<file path="src/aet_pkg.sv">
// Package: shared types and constants for the arithmetic expression tokenizer.
`timescale 1ns / 1ps

package aet_pkg;

    localparam int VALUE_BITS  = 32;
    localparam int COLUMN_BITS = 16;
    localparam int FIFO_DEPTH  = 4;
    localparam int PTR_BITS    = $clog2(FIFO_DEPTH);
    localparam int CNT_BITS    = $clog2(FIFO_DEPTH + 1);

    localparam logic [7:0] CH_SPACE = 8'h20;
    localparam logic [7:0] CH_OPEN  = 8'h28;
    localparam logic [7:0] CH_CLOSE = 8'h29;
    localparam logic [7:0] CH_PLUS  = 8'h2B;
    localparam logic [7:0] CH_MINUS = 8'h2D;
    localparam logic [7:0] CH_SLASH = 8'h2F;
    localparam logic [7:0] CH_STAR  = 8'h2A;
    localparam logic [7:0] CH_ZERO  = 8'h30;
    localparam logic [7:0] CH_NINE  = 8'h39;

    typedef enum logic [2:0] {
        KIND_OBR = 3'd0,
        KIND_CBR = 3'd1,
        KIND_OPR = 3'd2,
        KIND_INT = 3'd3,
        KIND_INV = 3'd4
    } kind_t;

    typedef struct packed {
        logic [7:0] ch;
        logic       end_of_string;
    } item_t;

    typedef struct packed {
        kind_t                  kind;
        logic [VALUE_BITS-1:0]  token_value;
        logic [COLUMN_BITS-1:0] column;
        logic                   overflow;
        logic                   last_of_run;
    } token_t;

    typedef struct packed {
        logic [1:0] count;
        token_t     tok0;
        token_t     tok1;
    } push_t;

endpackage

</file>
<file path="src/aet_lexer.sv">
// Lexer stage: input register, digit-run state and token generation.
`timescale 1ns / 1ps

module aet_lexer
    import aet_pkg::*;
(
    input  logic  clk,
    input  logic  rst_n,
    input  logic  item_valid,
    output logic  item_ready,
    input  item_t item,
    input  logic  space_ok,
    output push_t push
);

    item_t                  item_reg;
    logic                   full_reg;
    logic                   in_number_reg,  in_number_next;
    logic [VALUE_BITS-1:0]  accum_reg,      accum_next;
    logic                   ovf_reg,        ovf_next;
    logic [COLUMN_BITS-1:0] start_reg,      start_next;
    logic [COLUMN_BITS-1:0] col_reg,        col_next;

    logic                   proc;
    logic                   digit;
    logic                   makes;
    logic [7:0]             diff;
    logic [VALUE_BITS-1:0]  base;
    logic [VALUE_BITS+3:0]  wide;
    logic                   base_ovf;
    logic                   sat;
    logic [VALUE_BITS-1:0]  new_accum;
    logic                   new_ovf;
    logic [COLUMN_BITS-1:0] new_start;
    kind_t                  ch_kind;
    token_t                 int_tok;
    token_t                 new_tok;
    token_t                 chr_tok;

    assign proc       = full_reg && space_ok;
    assign item_ready = !full_reg || proc;

    always_ff @(posedge clk or negedge rst_n)
    begin
        if (!rst_n)
        begin
            full_reg <= 1'b0;
        end
        else if (item_ready)
        begin
            full_reg <= item_valid;
        end
    end

    always_ff @(posedge clk)
    begin
        if (item_ready && item_valid)
        begin
            item_reg <= item;
        end
    end

    always_comb
    begin
        digit = item_reg.ch inside {[CH_ZERO:CH_NINE]};
        diff  = item_reg.ch - CH_ZERO;
        makes = item_reg.ch != CH_SPACE;

        base      = in_number_reg ? accum_reg : '0;
        base_ovf  = in_number_reg ? ovf_reg : 1'b0;
        new_start = in_number_reg ? start_reg : col_reg;
        wide      = ({4'b0, base} << 3) + ({4'b0, base} << 1)
                  + {{VALUE_BITS{1'b0}}, diff[3:0]};
        sat       = wide[VALUE_BITS+3:VALUE_BITS] != 4'b0;
        new_accum = sat ? {VALUE_BITS{1'b1}} : wide[VALUE_BITS-1:0];
        new_ovf   = base_ovf || sat;

        case (item_reg.ch)
            CH_OPEN:  ch_kind = KIND_OBR;
            CH_CLOSE: ch_kind = KIND_CBR;
            CH_PLUS, CH_MINUS, CH_SLASH, CH_STAR: ch_kind = KIND_OPR;
            default:  ch_kind = KIND_INV;
        endcase

        int_tok = '{kind: KIND_INT, token_value: accum_reg, column: start_reg,
                    overflow: ovf_reg, last_of_run: 1'b0};
        new_tok = '{kind: KIND_INT, token_value: new_accum, column: new_start,
                    overflow: new_ovf, last_of_run: 1'b0};
        chr_tok = '{kind: ch_kind,
                    token_value: {{(VALUE_BITS-8){1'b0}}, item_reg.ch},
                    column: col_reg, overflow: 1'b0, last_of_run: 1'b0};

        push.count = 2'd0;
        push.tok0  = chr_tok;
        push.tok1  = chr_tok;
        if (digit)
        begin
            if (item_reg.end_of_string)
            begin
                push.tok0  = new_tok;
                push.count = 2'd1;
            end
        end
        else if (in_number_reg)
        begin
            push.tok0  = int_tok;
            push.count = makes ? 2'd2 : 2'd1;
        end
        else if (makes)
        begin
            push.count = 2'd1;
        end
        if (push.count == 2'd1)
        begin
            push.tok0.last_of_run = 1'b1;
        end
        if (push.count == 2'd2)
        begin
            push.tok1.last_of_run = 1'b1;
        end
        if (!proc)
        begin
            push.count = 2'd0;
        end

        in_number_next = in_number_reg;
        accum_next     = accum_reg;
        ovf_next       = ovf_reg;
        start_next     = start_reg;
        col_next       = col_reg;
        if (proc)
        begin
            if (digit)
            begin
                in_number_next = 1'b1;
                accum_next     = new_accum;
                ovf_next       = new_ovf;
                start_next     = new_start;
            end
            else
            begin
                in_number_next = 1'b0;
            end
            col_next = (&col_reg) ? col_reg : col_reg + 1'b1;
            if (item_reg.end_of_string)
            begin
                in_number_next = 1'b0;
                accum_next     = '0;
                ovf_next       = 1'b0;
                start_next     = {{(COLUMN_BITS-1){1'b0}}, 1'b1};
                col_next       = {{(COLUMN_BITS-1){1'b0}}, 1'b1};
            end
        end
    end

    always_ff @(posedge clk or negedge rst_n)
    begin
        if (!rst_n)
        begin
            in_number_reg <= 1'b0;
            accum_reg     <= '0;
            ovf_reg       <= 1'b0;
            start_reg     <= {{(COLUMN_BITS-1){1'b0}}, 1'b1};
            col_reg       <= {{(COLUMN_BITS-1){1'b0}}, 1'b1};
        end
        else
        begin
            in_number_reg <= in_number_next;
            accum_reg     <= accum_next;
            ovf_reg       <= ovf_next;
            start_reg     <= start_next;
            col_reg       <= col_next;
        end
    end

endmodule

</file>
<file path="src/aet_tok_fifo.sv">
// Token queue: takes up to two tokens per cycle, delivers one per transaction.
`timescale 1ns / 1ps

module aet_tok_fifo
    import aet_pkg::*;
(
    input  logic   clk,
    input  logic   rst_n,
    input  push_t  push,
    output logic   space_ok,
    output logic   token_valid,
    input  logic   token_ready,
    output token_t token
);

    token_t              mem_reg [FIFO_DEPTH];
    logic [PTR_BITS-1:0] wr_reg, wr_next;
    logic [PTR_BITS-1:0] rd_reg, rd_next;
    logic [CNT_BITS-1:0] cnt_reg, cnt_next;
    logic [PTR_BITS-1:0] wr_plus1;
    logic                pop;

    assign token_valid = cnt_reg != '0;
    assign token       = mem_reg[rd_reg];
    assign pop         = token_valid && token_ready;
    assign space_ok    = cnt_reg <= CNT_BITS'(FIFO_DEPTH - 2);
    assign wr_plus1    = wr_reg + 1'b1;

    always_comb
    begin
        wr_next  = wr_reg + PTR_BITS'(push.count);
        rd_next  = pop ? rd_reg + 1'b1 : rd_reg;
        cnt_next = cnt_reg + CNT_BITS'(push.count) - CNT_BITS'(pop);
    end

    always_ff @(posedge clk)
    begin
        if (push.count != 2'd0)
        begin
            mem_reg[wr_reg] <= push.tok0;
        end
        if (push.count == 2'd2)
        begin
            mem_reg[wr_plus1] <= push.tok1;
        end
    end

    always_ff @(posedge clk or negedge rst_n)
    begin
        if (!rst_n)
        begin
            wr_reg  <= '0;
            rd_reg  <= '0;
            cnt_reg <= '0;
        end
        else
        begin
            wr_reg  <= wr_next;
            rd_reg  <= rd_next;
            cnt_reg <= cnt_next;
        end
    end

endmodule

</file>
<file path="src/arith_expression_tokenizer.sv">
// Top level: arithmetic expression tokenizer.
//
// Usage: one byte of an expression string enters per transaction on the item
// channel (item_valid / item_ready, payload item.ch and item.end_of_string).
// Tokens leave on the token channel (token_valid / token_ready), one per
// transaction, in string order; last_of_run marks the final token of a byte.
// Spaces make no token; a byte that closes a digit run makes up to two.
// Path: a byte is registered, then processed into the token queue when the
// queue has room; its first token is then visible at the queue output.
// Throughput: one byte per cycle while bytes give one token or none and the
// receiver keeps up; a two-token byte needs two single-port output transfers.
// The byte register is processed only when the four-entry token queue has
// room for two tokens; a stalled receiver fills the queue and then drops
// item_ready. Reset clears the digit run, the column (back to 1) and the queue.
`timescale 1ns / 1ps

module arith_expression_tokenizer
    import aet_pkg::*;
(
    input  logic   clk,
    input  logic   rst_n,
    input  logic   item_valid,
    output logic   item_ready,
    input  item_t  item,
    output logic   token_valid,
    input  logic   token_ready,
    output token_t token
);

    push_t push;
    logic  space_ok;

    aet_lexer u_lexer (
        .clk        (clk),
        .rst_n      (rst_n),
        .item_valid (item_valid),
        .item_ready (item_ready),
        .item       (item),
        .space_ok   (space_ok),
        .push       (push)
    );

    aet_tok_fifo u_fifo (
        .clk         (clk),
        .rst_n       (rst_n),
        .push        (push),
        .space_ok    (space_ok),
        .token_valid (token_valid),
        .token_ready (token_ready),
        .token       (token)
    );

endmodule
</file>
<file path="config.mk">
export PLATFORM = sky130hd
export DESIGN_NAME = arith_expression_tokenizer
export DESIGN_NICKNAME = d
export VERILOG_FILES = /design/src/aet_pkg.sv /design/src/aet_lexer.sv /design/src/aet_tok_fifo.sv /design/src/arith_expression_tokenizer.sv
export SDC_FILE = /design/constraint.sdc
export NUM_CORES = 1
export LEC_CHECK = 0
export ABC_AREA = 1
export BUFFER_PORTS_ARGS = -buffer_cell sky130_fd_sc_hd__buf_2
export CORE_MARGIN = 10
export CORE_UTILIZATION = 55
export CTS_BUF_LIST = sky130_fd_sc_hd__clkbuf_8
export DETAILED_ROUTE_END_ITERATION = 7
export PLACE_DENSITY = 0.79
export SLEW_MARGIN = 5
export SYNTH_ARGS = -nofsm -noshare
export SYNTH_HDL_FRONTEND = slang
export SYNTH_SLANG_ARGS = --single-unit
export TNS_END_PERCENT = 5
</file>
<file path="constraint.sdc">
create_clock -name clk -period 5 [get_ports clk]
set_input_delay 1 -clock clk [delete_from_list [all_inputs] [get_ports clk]]
set_output_delay 1 -clock clk [all_outputs]
set_load 0.005 [all_outputs]
</file>
==> key figures, run 1 <==
Status
  – Run status: complete, no violations

Worst setup path
  – Most used cell along the critical path: nand2_1
  – Crit path depth: 19
  – Worst reg2reg path startpoint: u_lexer.in_number_reg
  – R2R depth: 19
  – Crit path to: u_fifo.mem_reg[3][25]
  – Startpoint types: flop
  – R2R setup slack: a little under 1 ns
  – Worst path arrival time: around 4.4 ns
  – CP bufs+invs: 3
  – Worst Path Class, Setup: flop to flop
  – Worst setup EP type: flop
  – Slowest stage delay, CP: between 0.5 and 0.6 ns
  – Worst-path cell with the longest stage delay: dfrtp_2
  – Cell family with most CP delay: simple AND/OR/NAND/NOR gates
  – Worst-path fanout max: 33
  – WP data required: roughly 5.3 ns
  – Reg-to-reg endpoint: u_fifo.mem_reg[3][25]
  – Critical-path cell list: buf_4 -> nand2_1 -> inv_1 -> ha_1 -> ha_1 -> nand2_1 -> nor2_1 -> nand2_1 -> nor2_1 -> nand2_1 -> nand3_1 -> nand2_1 -> nor2_2 -> buf_4 -> nand3_1 -> nand2_1 -> nand2_1 -> nand2_1 -> nand2_1
  – Origin of the worst setup path: u_lexer.in_number_reg

Placement
  – Post-placement setup slack: roughly 1.1 ns
  – GP Congestion: approximately 0.97
  – PortBufs: 67
  – Hpwl dp: between 30000 and 40000 um

Clock tree
  – H-tree Lvls: 2
  – CTS clk-pin slew, worst paths: ~0.060 ns
  – Gates resized, CTS repair: 0
  – Clock Sinks: 295
  – CTS tree: yes
  – Postcts setup bufs: 0
  – CTS Hold Bufs: 0
  – Num CTS Buffers: 48
  – Clock root buffer: clkbuf_8
  – Clock latency on the worst-skew pair: 0.57 ns
  – Clock Tree Buf Depth: 3

Final layout
  – Leading cell type in the layout, fill and taps excluded: nand2_1
  – Multi-input combinational cell area: ~8000 sq um
  – Most frequent cells in the layout: nand2_1, inv_1, nor2_1
  – Layout cells sized above 1: around 8.5%
  – # diodes: 0
  – Layout Nets: 2418
  – Area growth, synth to finish: 9.18%
  – Storage cell area: between 7000 and 8000 sq um
  – Largest register FFs: 212
  – Fill count: around 2700
  – Final Core Density: about 60%

Logic synthesis
  – EDFF count, synth: about 120
  – Synth Net Count: ~2400
  – Seq/Total Area, Yosys: between 40% and 50%
  – Fraction of registers with async set/reset: between 20% and 30%
  – Primary FF master, synth: edfxtp_1
  – Cells after Synth: about 2300
  – Warnings, synthesis: 0
  – Synth unique cells: 46
  – Synth area leaders: edfxtp_1, nand2_1, dfxtp_1, dfrtp_1, ha_1
  – Syn_area_per_cell: ~7.3 sq um
  – Synth area leader: edfxtp_1
  – FF+latch count, synth: ~300
  – Area of the mapped netlist: between 15000 and 20000 sq um
  – Yosys top cell area share: between 20 and 25%

STA
  – Fin. max-slew vios: 0
  – Hold Slack: ~0.45 ns
  – Hold Vio Cnt, Final: 0
  – Setup-failing EPs final: 0
  – Fmax: approximately 0.25 GHz
  – Final clock skew: approximately 0.029 ns
  – Fin Setup TNS: 0 ns
  – PnR worst setup slack: slightly below 1 ns
  – Minimum clock period after layout: 4.03 ns
  – RSZ-0062 raised after global routing: false
  – Fin crit share: 80.7%
  – Rel. slew slack: a little over a quarter
  – Slew @ Worst Pin: between 1 and 1.5 ns

Power
  – Cell Pwr Density: ~430 nW/um^2
  – Worst VDD drop: roughly 260 uV
  – Lkg Pwr: 9.49 nW
  – Power, Total: between 7 and 8 mW

Routing
  – Pre-antenna DRT Iters: 6
  – Total Wirelength: roughly 48000 um
  – Final ANT Viol Nets: 0
  – Detailed Route Iter0 Violations: between 1500 and 2000
  – Drt drc: 0
  – Via count: around 16000
  – Post-DR vias/cell: ~5.7
  – Drt wl/cell: ~17 um

GRT
  – Initial antenna violation count: 0
  – Total track usage: about a quarter
  – First-pass GRT wire length: approximately 77000 um
  – Vias in the first global route: between 10000 and 15000
  – Largest net degree at the start of global routing: around 110
  – Grt total ovfl: 0

Die
  – Ports: 68
  – Core footprint: between 30000 and 40000 sq um
  – Die width: ~200 um
  – Die height: 195 um
  – DIE AREA: roughly 38000 sq um
  – Initial Util: 55.4%
  – Rows: 64

Run
  – Max cap viols: 0

Min path
  – Min-Delay Path Class: flop to flop
## cells by family after synthesis
logic type	share of synthesized area, %
adder cells (fa/ha/maj)	5.44
AO/OA/AOI/OAI	12.1
buffers and inverters	7.98
flip-flops	44.5
AND/OR/NAND/NOR	28.7
XOR/XNOR	1.30
## worst min path at each step
stage,endpoint,cells past startpoint,start
floorplan,u_fifo.mem_reg[1][26],2,u_fifo.mem_reg[1][26]
global placement,u_fifo.mem_reg[2][41],2,u_fifo.mem_reg[2][41]
detailed placement,u_fifo.mem_reg[1][41],2,u_fifo.mem_reg[1][41]
CTS,u_fifo.mem_reg[1][41],2,u_fifo.mem_reg[1][41]
global route,u_fifo.mem_reg[3][46],2,u_fifo.mem_reg[3][46]
finish,u_fifo.mem_reg[1][36],2,u_fifo.mem_reg[1][36]
## per-layer routing
layer / global-route usage, % / wire [um] / vias to the layer above
met5: 0 / 0 / -
met4: 6.67 / 875 / 0
met3: 5.14 / 4920 / 82
met2: 36.2 / 20800 / 786
met1: 34.7 / 21200 / 7243
li1: - / - / 7524
## layout make-up
cell class	count	share of cell area, %
clock buffers	58	4.34
clock inverters	30	0.884
inverters	234	4.80
multi-input cells	1662	43.7
flip-flops and latches	295	40.7
well taps	396	2.69
repair buffers	92	2.86
## report_power, final
part | total [mW] | internal [mW] | switching (mW) | leakage, nW
logic | 2.86 | 0.810 | 2.05 | 5.92
registers | 2.96 | 2.83 | 0.130 | 3.00
clock network | 2.08 | 1.11 | 0.971 | 0.563
total | 7.90 | 4.75 | 3.15 | 9.49
## tightest hold or removal path, stage by stage, from the launching register on
cell and delay, ns:
dfxtp_1 0.32, nand2_1 0.05, nand2_1 0.05
## Yosys cell counts (6+ instances only)
cell type	n
nand2_1	906
inv_1	216
nor2_1	170
o21ai_0	156
edfxtp_1	121
o22ai_1	119
dfxtp_1	100
nand3_1	75
dfrtp_1	72
ha_1	70
clkbuf_1	65
a21oi_1	44
buf_2	24
xor2_1	23
nor3_1	18
a22o_1	14
inv_2	11
nand4_1	10
nand2_4	8
nor2_2	8
nor4_1	7
buf_6	6
## metrics by stage
stage / area [sq um] / instances
finish: 18400 / 2767
global route: 18400 / 2767
CTS: 18400 / 2767
detailed placement: 17400 / 2679
global placement: 17400 / 2679
floorplan: 16800 / 2292
(Power assumes the default switching activity.)
==> run 2, diff against run 1 <==
clock period = 4 ns   (was 5 ns; I/O delays follow)
==> key figures, run 2 (synthesis gave the netlist of run 1 again) <==
Die
  – Die width: 195 um
  – Initial Util: a little under three fifths
  – Ports: 68
  – Rows: 64
  – DIE AREA: between 30000 and 40000 sq um
  – Core footprint: between 30000 and 40000 sq um
  – Die height: a little under 200 um

GRT
  – Grt total ovfl: 0
  – Largest net degree at the start of global routing: between 70 and 80
  – First-pass GRT wire length: between 70000 and 80000 um
  – Total track usage: approximately a quarter
  – Initial antenna violation count: 1
  – Vias in the first global route: roughly 15000

Placement
  – PortBufs: 67
  – Hpwl dp: around 33000 um
  – Placed inst area: about 18000 sq um
  – GP Congestion: between 0.9 and 1
  – Post-placement setup slack: between 0.3 and 0.4 ns
  – Placed Cells: 2687

Worst setup path
  – Slowest stage delay, CP: around 0.45 ns
  – CP bufs+invs: 5
  – Worst setup EP type: flop
  – Cell family with most CP delay: simple AND/OR/NAND/NOR gates
  – Worst-path fanout max: 35
  – Worst Path Class, Setup: flop to flop
  – Worst-path cell with the longest stage delay: fa_1
  – Reg-to-reg endpoint: u_fifo.mem_reg[2][24]
  – Worst path arrival time: 4.00 ns
  – R2R depth: 23
  – R2R setup slack: between 0.3 and 0.4 ns
  – Most used cell along the critical path: nand2_1
  – WP data required: 4.32 ns
  – Startpoint types: flop
  – Critical-path cell list: buf_12 -> nand2_1 -> nand2_1 -> o21ai_0 -> inv_1 -> ha_1 -> inv_1 -> fa_1 -> inv_1 -> nand4_1 -> nand2_1 -> nand2_1 -> nand2_1 -> nand2_1 -> nand3_1 -> nand2_1 -> nor2_2 -> buf_12 -> nand3_1 -> nand2_1 -> nand2_1 -> nand2_1 -> nand2_1
  – Worst reg2reg path startpoint: u_lexer.in_number_reg
  – Crit path depth: 23

Routing
  – Drt drc: 0
  – Pre-antenna DRT Iters: 6
  – Drt wl/cell: around 17 um
  – Total Wirelength: around 50000 um
  – Final ANT Viol Nets: 0
  – Post-DR vias/cell: between 5 and 6
  – Via count: around 16000
  – Detailed Route Iter0 Violations: 2070

STA
  – Fin crit share: between 90 and 100%
  – Hold Slack: roughly 0.34 ns
  – Final clock skew: ~0.027 ns
  – Fin Setup TNS: 0 ns
  – Setup-failing EPs final: 0
  – RSZ-0062 raised after global routing: false
  – Rel. slew slack: 29.8%
  – Fmax: between 0.2 and 0.3 GHz
  – Minimum clock period after layout: between 3 and 4 ns
  – Slew @ Worst Pin: ~1.1 ns
  – PnR worst setup slack: 0.316 ns
  – Fin. max-slew vios: 0
  – Hold Vio Cnt, Final: 0

Power
  – Cell Pwr Density: ~530 nW/um^2
  – Lkg Pwr: 9.56 nW
  – Power, Total: between 9 and 10 mW
  – Worst VDD drop: 325 uV

Clock tree
  – Clock latency on the worst-skew pair: around 0.58 ns
  – Clock Tree Buf Depth: 3
  – Clock Sinks: slightly below 300
  – H-tree Lvls: 2
  – Clock root buffer: clkbuf_8
  – Num CTS Buffers: 48
  – CTS clk-pin slew, worst paths: about 0.060 ns
  – CTS tree: yes
  – CTS Hold Bufs: 0
  – Postcts setup bufs: 0
  – Gates resized, CTS repair: 0

Final layout
  – Largest register FFs: between 200 and 250
  – # diodes: 0
  – Final Cell Area: roughly 19000 sq um
  – Layout Nets: ~2400
  – Finished Layout Cells: 2778
  – Most frequent cells in the layout: nand2_1, inv_1, nor2_1
  – Area growth, synth to finish: 10.0%
  – Leading cell type in the layout, fill and taps excluded: nand2_1
  – Final Core Density: 60.9%
  – Layout cells sized above 1: under 10%

Min path
  – Min-Delay Path Class: input pin to async pin

Status
  – Run status: complete, no violations

Run
  – Max cap viols: 0
run 2: changes by cell type in the layout (fill, tap and decap cells not counted):
| cell | previous run | this run |
|---|---|---|
| nor2_2 | 10 | 9 |
| clkbuf_16 | 0 | 1 |
| nand2_1 | 906 | 905 |
| nand2_2 | 1 | 2 |
| buf_4 | 26 | 30 |
| nor2_4 | 4 | 5 |
| buf_12 | 0 | 4 |
| clkbuf_8 | 58 | 55 |
| clkinvlp_4 | 1 | 3 |
| clkinv_8 | 1 | 0 |
| inv_6 | 1 | 0 |
| bufinv_16 | 1 | 2 |
| inv_1 | 235 | 232 |
| clkinv_2 | 2 | 9 |
run 2: worst max-delay path by stage:
stage	start	to	slack (ns)
final	u_lexer.in_number_reg	u_fifo.mem_reg[2][24]	0.32
after global routing	u_lexer.in_number_reg	u_fifo.mem_reg[0][19]	0.006
after CTS	u_lexer.in_number_reg	u_fifo.mem_reg[0][19]	0.28
after detailed placement	u_lexer.in_number_reg	u_fifo.mem_reg[0][19]	0.32
after global placement	u_lexer.in_number_reg	u_fifo.mem_reg[3][19]	0.41
after floorplan	u_lexer.in_number_reg	u_fifo.mem_reg[0][20]	0.32
run 2: layout make-up:
| class | count | area, sq um |
|---|---|---|
| clock buffer | 55 | 757 |
| multi-input combinational | 1662 | 8040 |
| sequential | 295 | 7490 |
| tap | 396 | 495 |
| clock inverter | 35 | 206 |
| inverter | 234 | 883 |
| fill | 2641 | 11900 |
| timing repair buffer | 101 | 661 |
run 2: where the power goes:
group | internal [mW] | leakage, nW | switching, mW
Clock | 1.39 | 0.556 | 1.21
Sequential | 3.54 | 3.00 | 0.248
Combinational | 1.04 | 6.00 | 2.49
Total | 5.97 | 9.56 | 3.94
run 2: routing by layer:
layer / wire length, um / up-vias / global-route usage [%] / share of wire [%]
li1: - / 7543 / - / -
met1: 21100 / 7355 / 36.1 / 43
met2: 21100 / 890 / 36.3 / 43
met3: 5340 / 102 / 4.16 / 11
met4: 1050 / 2 / 6.67 / 2.2
met5: 13 / - / 0 / 0.027
==> run 3, diff against run 2 <==
REMOVE_ABC_BUFFERS = 1   (was not set)
==> key figures, run 3 (synthesis gave the netlist of run 1 again) <==
Die
  – DIE AREA: ~38000 sq um
  – Initial Util: 55.4%
  – Ports: 68
  – Die height: 195 um
  – Core footprint: between 30000 and 40000 sq um
  – Rows: 64
  – Die width: approximately 200 um

Final layout
  – Layout cells sized above 1: under 10%
  – Final Cell Area: about 19000 sq um
  – # diodes: 0
  – Final Core Density: between 60% and 70%
  – Largest register FFs: about 210
  – Area growth, synth to finish: 10.8%
  – Finished Layout Cells: between 2000 and 3000
  – Most frequent cells in the layout: nand2_1, inv_1, nor2_1
  – Layout Nets: 2439
  – Leading cell type in the layout, fill and taps excluded: nand2_1

STA
  – PnR worst setup slack: 0.350 ns
  – RSZ-0062 raised after global routing: false
  – Hold Vio Cnt, Final: 0
  – Minimum clock period after layout: approximately 3.7 ns
  – Slew @ Worst Pin: about 1.2 ns
  – Rel. slew slack: between 20% and 30%
  – Fmax: ~0.27 GHz
  – Final clock skew: 0.0263 ns
  – Setup-failing EPs final: 0
  – Hold Slack: 0.279 ns
  – Fin crit share: about nine tenths
  – Fin. max-slew vios: 0

Run
  – Max cap viols: 0

Worst setup path
  – Startpoint types: flop
  – WP data required: approximately 4.3 ns
  – Worst reg2reg path startpoint: u_lexer.in_number_reg
  – Worst path arrival time: just under 4 ns
  – Worst Path Class, Setup: flop to flop
  – R2R setup slack: about 0.35 ns
  – R2R depth: 20
  – Worst-path fanout max: 33
  – Worst setup EP type: flop
  – Reg-to-reg endpoint: u_fifo.mem_reg[3][21]

Routing
  – Drt drc: 0
  – Total Wirelength: 47900 um
  – Drt wl/cell: about 17 um
  – Final ANT Viol Nets: 0
  – Detailed Route Iter0 Violations: 2128
  – Pre-antenna DRT Iters: 6
  – Post-DR vias/cell: roughly 5.7
  – Via count: between 15000 and 20000

Clock tree
  – Clock Tree Buf Depth: 3
  – CTS clk-pin slew, worst paths: 0.06 ns
  – Clock latency on the worst-skew pair: approximately 0.57 ns
  – CTS Hold Bufs: 0
  – CTS tree: yes
  – Num CTS Buffers: between 40 and 50
  – Clock root buffer: clkbuf_8
  – Clock Sinks: 295
  – H-tree Lvls: 2

GRT
  – Grt total ovfl: 0
  – Initial antenna violation count: 0
  – Vias in the first global route: around 15000
  – Total track usage: around a quarter
  – Largest net degree at the start of global routing: 109
  – First-pass GRT wire length: approximately 77000 um

Placement
  – Placed Cells: 2699
  – Placed inst area: ~18000 sq um
  – GP Congestion: a little over 0.9
  – Post-placement setup slack: around 0.23 ns
  – PortBufs: 67
  – Hpwl dp: between 30000 and 40000 um

Power
  – Lkg Pwr: 9.63 nW
  – Worst VDD drop: 400 uV
  – Cell Pwr Density: between 500 and 600 nW/um^2

Status
  – Run status: complete, no violations

Min path
  – Min-Delay Path Class: input pin to async pin
run 3: cell types whose count changed in the layout (fill, tap and decap cells not counted), moves of 2 or more:
cell / change
inv_1: -2
clkbuf_8: +3
buf_4: +13
clkinv_2: -4
clkinvlp_4: -2
run 3: worst max-delay path by stage:
stage,end,cells past startpoint,startpoint
3_5_place_dp,u_fifo.mem_reg[2][21],23,u_lexer.in_number_reg
5_1_grt,u_fifo.mem_reg[3][18],20,u_lexer.in_number_reg
2_1_floorplan,u_fifo.mem_reg[0][20],22,u_lexer.in_number_reg
3_3_place_gp,u_fifo.mem_reg[3][23],21,u_lexer.in_number_reg
6_report,u_fifo.mem_reg[3][21],20,u_lexer.in_number_reg
4_1_cts,u_fifo.mem_reg[2][21],23,u_lexer.in_number_reg
run 3: per-layer routing:
metal  global-route usage [%]  up-vias  share of wire, %
met3                     4.15       67                11
met2                     36.5      867                44
met5                        0        -                 0
met1                     34.9     7318                44
li1                         -     7572                 -
met4                     7.35        0               1.7
run 3: layout make-up:
cell class | instances | area [sq um]
fill | 2629 | 11800
multi-input combinational | 1662 | 8030
sequential | 295 | 7490
inverter | 234 | 883
clock buffer | 58 | 798
timing repair buffer | 113 | 733
tap | 396 | 495
clock inverter | 30 | 219
run 3: where the power goes:
group	internal (mW)	switching (mW)	total [mW]
Clock	1.52	1.22	2.74
Combinational	1.06	2.58	3.64
Sequential	3.54	0.159	3.70
Total	6.12	3.96	10.1
run 3: metrics by stage:
stage	total power, mW	TNS (ns)
floorplan	5.76	-110.61
CTS	10.1	0
global placement	7.25	0
global route	10.6	0
finish	10.1	0
detailed placement	7.35	0
run 3: what timing repair did:
item | in CTS | in global routing
resized for setup | 0 | 1
setup endpoints to repair | 0 | 110
buffers inserted | 0 | 1
run 3: critical path: stages, from the launching register on:
cell and delay [ns]:
dfrtp_4 0.55, buf_4 0.22, nand2_1 0.07, inv_1 0.06, ha_1 0.28, ha_1 0.37
a21oi_1 0.33, nand2_1 0.14, nand2_1 0.08, nand2_1 0.06, a21oi_1 0.19, nand2_1 0.08
nand2_1 0.07, nand2_1 0.06, nor2_2 0.12, buf_12 0.20, nand3_1 0.12, nand2_1 0.09
nand2_1 0.12, nand2_1 0.09, nand2_1 0.06
